===== config.mk =====
export PLATFORM = sky130hd
export DESIGN_NAME = unsigned_divide_64_by_32
export DESIGN_NICKNAME = d
export VERILOG_FILES = /design/src/rtl/udiv_pkg.sv /design/src/rtl/unsigned_divide_64_by_32.sv /design/src/rtl/udiv_cell.sv /design/src/rtl/udiv_step.sv
export SDC_FILE = /design/constraint.sdc
export NUM_CORES = 1
export LEC_CHECK = 0
export ABC_AREA = 1
export BUFFER_PORTS_ARGS = -buffer_cell sky130_fd_sc_hd__buf_2
export CAP_MARGIN = 30
export CELL_PAD_IN_SITES_DETAIL_PLACEMENT = 1
export CELL_PAD_IN_SITES_GLOBAL_PLACEMENT = 2
export CORE_MARGIN = 8
export CORE_UTILIZATION = 31
export DETAILED_ROUTE_END_ITERATION = 10
export PLACE_DENSITY_LB_ADDON = 0.1
export SYNTH_ARGS = -nofsm -noshare
export SYNTH_HDL_FRONTEND = slang
export SYNTH_SLANG_ARGS = --single-unit

===== constraint.sdc =====
create_clock -name i_clk -period 6.08 [get_ports i_clk]
set_input_delay 0.608 -clock i_clk [delete_from_list [all_inputs] [get_ports i_clk]]
set_output_delay 0.608 -clock i_clk [all_outputs]
set_load 0.05 [all_outputs]

===== src/rtl/udiv_pkg.sv =====
package udiv_pkg;

    localparam int DividendW = 64;
    localparam int DivisorW  = 32;
    localparam int CountW    = $clog2(DividendW);

    localparam logic [CountW-1:0] LastStep = CountW'(DividendW - 1);

    typedef struct packed {
        logic [DividendW-1:0] dividend;
        logic [DivisorW-1:0]  divisor;
    } t_div_in;

    typedef struct packed {
        logic [DividendW-1:0] quotient;
        logic [DivisorW-1:0]  remainder;
        logic                 divide_by_zero;
    } t_div_out;

    typedef struct packed {
        logic load;
        logic shift;
    } t_cell_ctl;

    typedef struct packed {
        logic [DivisorW-1:0] rem;
        logic                qbit;
    } t_step_res;

endpackage


===== src/rtl/unsigned_divide_64_by_32.sv =====
// Unsigned 64-by-32 divider, restoring long division.
//
// Input channel (i_in_valid / o_in_ready, payload i_in): dividend and divisor.
// Output channel (o_out_valid / i_out_ready, payload o_out): quotient,
// remainder and divide_by_zero flag. A zero divisor gives the flag with
// quotient and remainder zero.
//
// A row of 64 one-bit cells holds the dividend; every step shifts the row by
// one place, the top bit feeds a 33-bit compare-subtract against the divisor,
// and the new quotient bit enters the bottom cell. After 64 steps the row
// holds the quotient; o_out_valid rises once it is in the output register.
// One item is in the cell row at a time; a new one is taken in the cycle the
// previous result moves to the output register, so a steady stream is set by
// the one-bit-per-cycle shift loop, which never holds two items at once.
//
// The output register holds its result while the receiver stalls; the next
// item finishes in the row and waits there until the register frees.
// Reset (synchronous, active low) empties the row and the output register.
module unsigned_divide_64_by_32 (
    input  logic               i_clk,
    input  logic               i_rst_n,
    input  logic               i_in_valid,
    output logic               o_in_ready,
    input  udiv_pkg::t_div_in  i_in,
    output logic               o_out_valid,
    input  logic               i_out_ready,
    output udiv_pkg::t_div_out o_out
);
    import udiv_pkg::*;

    logic                 r_busy;
    logic                 n_busy;
    logic                 r_done;
    logic                 n_done;
    logic [CountW-1:0]    r_count;
    logic [CountW-1:0]    n_count;
    logic [DivisorW-1:0]  r_rem;
    logic [DivisorW-1:0]  n_rem;
    logic [DivisorW-1:0]  r_divisor;
    logic                 r_dbz;
    logic                 r_out_valid;
    t_div_out             r_out;

    logic                 w_accept;
    logic                 w_move;
    t_cell_ctl            w_ctl;
    t_step_res            w_step;
    logic [DividendW-1:0] w_bits;

    assign w_move     = r_done && (!r_out_valid || i_out_ready);
    assign o_in_ready = !r_busy && (!r_done || w_move);
    assign w_accept   = i_in_valid && o_in_ready;

    assign w_ctl.load  = w_accept;
    assign w_ctl.shift = r_busy;

    udiv_step u_step (
        .i_rem     (r_rem),
        .i_bit     (w_bits[DividendW-1]),
        .i_divisor (r_divisor),
        .o_res     (w_step)
    );

    for (genvar k = 0; k < DividendW; k++) begin : g_cell
        if (k == 0) begin : g_first
            udiv_cell u_cell (
                .i_clk      (i_clk),
                .i_ctl      (w_ctl),
                .i_load_bit (i_in.dividend[k]),
                .i_shift_in (w_step.qbit),
                .o_bit      (w_bits[k])
            );
        end else begin : g_rest
            udiv_cell u_cell (
                .i_clk      (i_clk),
                .i_ctl      (w_ctl),
                .i_load_bit (i_in.dividend[k]),
                .i_shift_in (w_bits[k-1]),
                .o_bit      (w_bits[k])
            );
        end
    end

    always_comb begin
        n_busy  = r_busy;
        n_done  = r_done;
        n_count = r_count;
        n_rem   = r_rem;
        if (w_move) begin
            n_done = 1'b0;
        end
        if (w_accept) begin
            n_busy  = 1'b1;
            n_count = '0;
            n_rem   = '0;
        end else if (r_busy) begin
            n_rem   = w_step.rem;
            n_count = r_count + 1'b1;
            if (r_count == LastStep) begin
                n_busy = 1'b0;
                n_done = 1'b1;
            end
        end
    end

    always_ff @(posedge i_clk) begin
        if (!i_rst_n) begin
            r_busy      <= 1'b0;
            r_done      <= 1'b0;
            r_count     <= '0;
            r_out_valid <= 1'b0;
        end else begin
            r_busy  <= n_busy;
            r_done  <= n_done;
            r_count <= n_count;
            if (w_move) begin
                r_out_valid <= 1'b1;
            end else if (i_out_ready) begin
                r_out_valid <= 1'b0;
            end
        end
    end

    always_ff @(posedge i_clk) begin
        r_rem <= n_rem;
        if (w_accept) begin
            r_divisor <= i_in.divisor;
            r_dbz     <= (i_in.divisor == '0);
        end
        if (w_move) begin
            r_out.quotient       <= r_dbz ? '0 : w_bits;
            r_out.remainder      <= r_dbz ? '0 : r_rem;
            r_out.divide_by_zero <= r_dbz;
        end
    end

    assign o_out_valid = r_out_valid;
    assign o_out       = r_out;

`ifndef SYNTHESIS
    a_accept_starts: assert property (@(posedge i_clk) disable iff (!i_rst_n)
        w_accept |=> r_busy && r_count == '0)
        else $error("transfer did not start the cell row");

    a_last_step_done: assert property (@(posedge i_clk) disable iff (!i_rst_n)
        r_busy && r_count == LastStep && !w_accept |=> r_done && !r_busy)
        else $error("last step did not finish the item");

    a_busy_done_excl: assert property (@(posedge i_clk) disable iff (!i_rst_n)
        !(r_busy && r_done))
        else $error("row busy while holding a finished result");

    a_dbz_zero: assert property (@(posedge i_clk) disable iff (!i_rst_n)
        o_out_valid && o_out.divide_by_zero |->
            o_out.quotient == '0 && o_out.remainder == '0)
        else $error("divide by zero result not cleared");
`endif

endmodule


===== src/rtl/udiv_cell.sv =====
module udiv_cell (
    input  logic                 i_clk,
    input  udiv_pkg::t_cell_ctl  i_ctl,
    input  logic                 i_load_bit,
    input  logic                 i_shift_in,
    output logic                 o_bit
);
    import udiv_pkg::*;

    logic r_bit;
    logic n_bit;

    always_comb begin
        n_bit = r_bit;
        if (i_ctl.load) begin
            n_bit = i_load_bit;
        end else if (i_ctl.shift) begin
            n_bit = i_shift_in;
        end
    end

    always_ff @(posedge i_clk) begin
        r_bit <= n_bit;
    end

    assign o_bit = r_bit;

endmodule


===== src/rtl/udiv_step.sv =====
module udiv_step (
    input  logic [udiv_pkg::DivisorW-1:0] i_rem,
    input  logic                          i_bit,
    input  logic [udiv_pkg::DivisorW-1:0] i_divisor,
    output udiv_pkg::t_step_res           o_res
);
    import udiv_pkg::*;

    logic [DivisorW:0]   w_partial;
    logic [DivisorW+1:0] w_diff;

    assign w_partial = {i_rem, i_bit};
    assign w_diff    = {1'b0, w_partial} - {2'b00, i_divisor};

    always_comb begin
        o_res.qbit = ~w_diff[DivisorW+1];
        o_res.rem  = o_res.qbit ? w_diff[DivisorW-1:0] : w_partial[DivisorW-1:0];
    end

endmodule

==> run metrics <==
outcome finished, final reports clean; endpoints failing setup 0; CP cell instances inv_1, o21ai_1, inv_1, nand2_2, inv_4, buf_4, buf_4, o21ai_0; Final Cycle Share 45.98%; Vias 9293; worst path bufs/invs 5; final net count 1691; io pins 199; fin cells 2090; first-pass GRT wire length 56720 µm; area growth from synthesis to layout 20.91%; Vias/cell 4.446; CP peak stage delay 0.74 ns; Setup Fix Bufs, Post-CTS 0; Antenna Nets Post-Route 0; Detail Placement HPWL 27020 µm; worst slew pin tran 0.9434 ns; drt total wl 36280 µm; Crit Path Max Fanout 95; cell taking the most area after synthesis edfxtp_1; kind of critical path reg2reg; CP required 6.36 ns; mapped cell area 11740 µm²; Die Wd 210.6 µm; min Tclk post-route 2.795 ns; Sink Count 235; Clk Latency, worst-skew pair 0.58 ns; Synth Net Count 1494; # rows 71; Sum Neg Setup Slack 0 ns; endpoint class of the critical path register; Async SR Flop Fraction 0%; #FFs+latches synth 235; die span in y 210.6 µm; Synth Instances 1360; Largest delay share family, worst path buffers and inverters; H-tree depth 1; hold_ws 0.2219 ns; share of layout cells above drive strength 1 16.97%; 1st-iter DRT viols 408; CTS resizes 0; Post-CTS Hold Buffers 0; initial core utilization 31.32%; CTS buffer count 28; Remaining DRCs 0; GR Util All Layers 16.21%; Rel. slew slack 37.10%; RSZ-0062 raised after global routing no; # placed instances 2037; most common cell in the netlist nand2_1; Crit path depth 8; Static Leak 6.615 nW; largest net degree at the start of global routing 96; TritonCTS clock tree done; final hold violation count 0; Root Driver clkbuf_16; R2R cell count 8; Syn. warnings 0; startpoint type of the worst setup path register; Pwr Density 349.9 nW/µm²; number of buffers added on ports 198; core box area 37490 µm²; Clk pin slew, worst setup/hold paths 0.06 ns; Post-synth EDFFs 194; Die ar. 44350 µm²; Max-cap violations 0; ranking of synthesized cells by area edfxtp_1 (50%), nand2_1 (12%), inv_1 (7.9%); vias in the first global route 10018; initial antenna violation count 0; Clock Path Buffers 3; sequential area share after synthesis 56.61%; fill count 4543; Hold Path Depth 1; GRT overflow 0; DR pass1 iterations 4; top cells by count, synth nand2_1 (380), inv_1 (248), edfxtp_1 (194); fmax 0.3577 GHz; Fin Clk Skew 0.02288 ns; Synth cell types 36; ANT cells 0; wire per inst 17.36 µm; top cell type's share of synthesized area 49.62%; slowest CP cell buf_4; crit path DAT 3.08 ns; Routability Congestion 0.8044; Hold WC Path Type in2reg; VDD IR-drop max 0.1766 mV; top_reg_cell synth edfxtp_1; Final Slew Violations 0; Synth Area per Inst 8.632 µm²
cell families (layout without fill, tap and decap cells):
| logic type | Yosys count | after routing | synth area share, % |
|---|---|---|---|
| simple gates | 671 | 671 | 23.83 |
| buf+inv | 298 | 517 | 9.954 |
| xor+xnor | 17 | 17 | 1.268 |
| fa+ha+maj | 34 | 34 | 3.688 |
| compound gates | 105 | 105 | 4.647 |
| flops | 235 | 235 | 56.61 |
layout by cell type (no fill, tap or decap), types with 2 or more instances in the layout:
master / n
nand3b_1: 3
nor4_1: 9
nand3_2: 2
o21ai_0: 62
nand4_1: 11
a21oi_1: 20
buf_4: 6
buf_16: 2
bufinv_16: 2
nor2_4: 2
clkinv_2: 5
clkinv_1: 6
nand2_1: 380
nor2_1: 151
nand3_1: 94
nand2_2: 6
a21oi_4: 2
ha_1: 33
nor3_1: 4
xnor2_1: 14
o21bai_1: 2
o21ai_1: 17
nand2_4: 2
clkbuf_16: 28
inv_1: 247
and2_1: 2
clkbuf_1: 13
inv_2: 4
dfxtp_1: 41
xor2_1: 3
nor3b_1: 2
buf_2: 199
edfxtp_1: 194
cell type report:
type                            count  area (µm²)  share of cell area [%]
Tap cell                          511       639.4                   4.504
Multi-Input combinational cell    827        3936                   27.73
Inverter                          257       968.4                   6.822
Timing Repair Buffer              208        1116                   7.862
Clock inverter                     10       125.1                  0.8814
Sequential cell                   235        6646                   46.82
Clock buffer                       42       763.2                   5.377
state kept, by name, summed over array words and instances, names as in the netlist:
register and count:
g_cell.g_first.u_cell.o_bit 1, g_cell.g_rest.u_cell.o_bit 63, o_out 97, o_out_valid 1, r_busy 1, r_count 6, r_dbz 1, r_divisor 32
r_done 1, r_rem 32
through the flow:
stage | setup slack [ns] | power [W] | instance area [µm²] | util, %
final | 3.285 | 0.004967 | 14190 | 37.86
after global routing | 3.024 | 0.005302 | 14190 | 37.86
after CTS | 3.259 | 0.005063 | 14170 | 37.79
after detailed placement | 2.873 | 0.003389 | 13280 | 35.42
after global placement | 2.952 | 0.003372 | 13250 | 35.33
after floorplan | 0.1890 | 0.003004 | 11740 | -
worst reg2reg max path: cells and delay by family (launching register included):
| kind | cells | cell delay, ns |
|---|---|---|
| AOI/OAI and AO/OA | 2 | 0.28 |
| and+or+nand+nor | 1 | 0.10 |
| DFF | 1 | 0.30 |
| buffers and inverters | 5 | 1.83 |
metal layers:
layer	track usage [%]	part of all wire, %	vias to the layer above
met5	0	0	-
li1	-	-	4710
met3	2.629	4.5	35
met4	3.933	1.7	0
met1	22.19	48	4407
met2	26.57	46	141
power by group:
group          switching [W]  total, W  leakage (nW)  internal [W]
logic               0.000903   0.00134          4.01      0.000439
registers          0.0000698   0.00199          2.18       0.00192
clock network       0.000678   0.00163         0.426      0.000954
total                0.00165   0.00497          6.61       0.00332
worst paths after layout:
| check | slack (ns) | startpoint | end |
|---|---|---|---|
| setup / recovery | 3.28 | r_done | g_cell[10].g_rest.u_cell.o_bit |
| hold / removal | 0.22 | i_in[28] | r_divisor[28] |
| setup reg to reg | 3.28 | r_done | g_cell[10].g_rest.u_cell.o_bit |
| hold reg to reg | 0.48 | r_rem[11] | r_rem[11] |
Power figures use the tool's default switching activity.
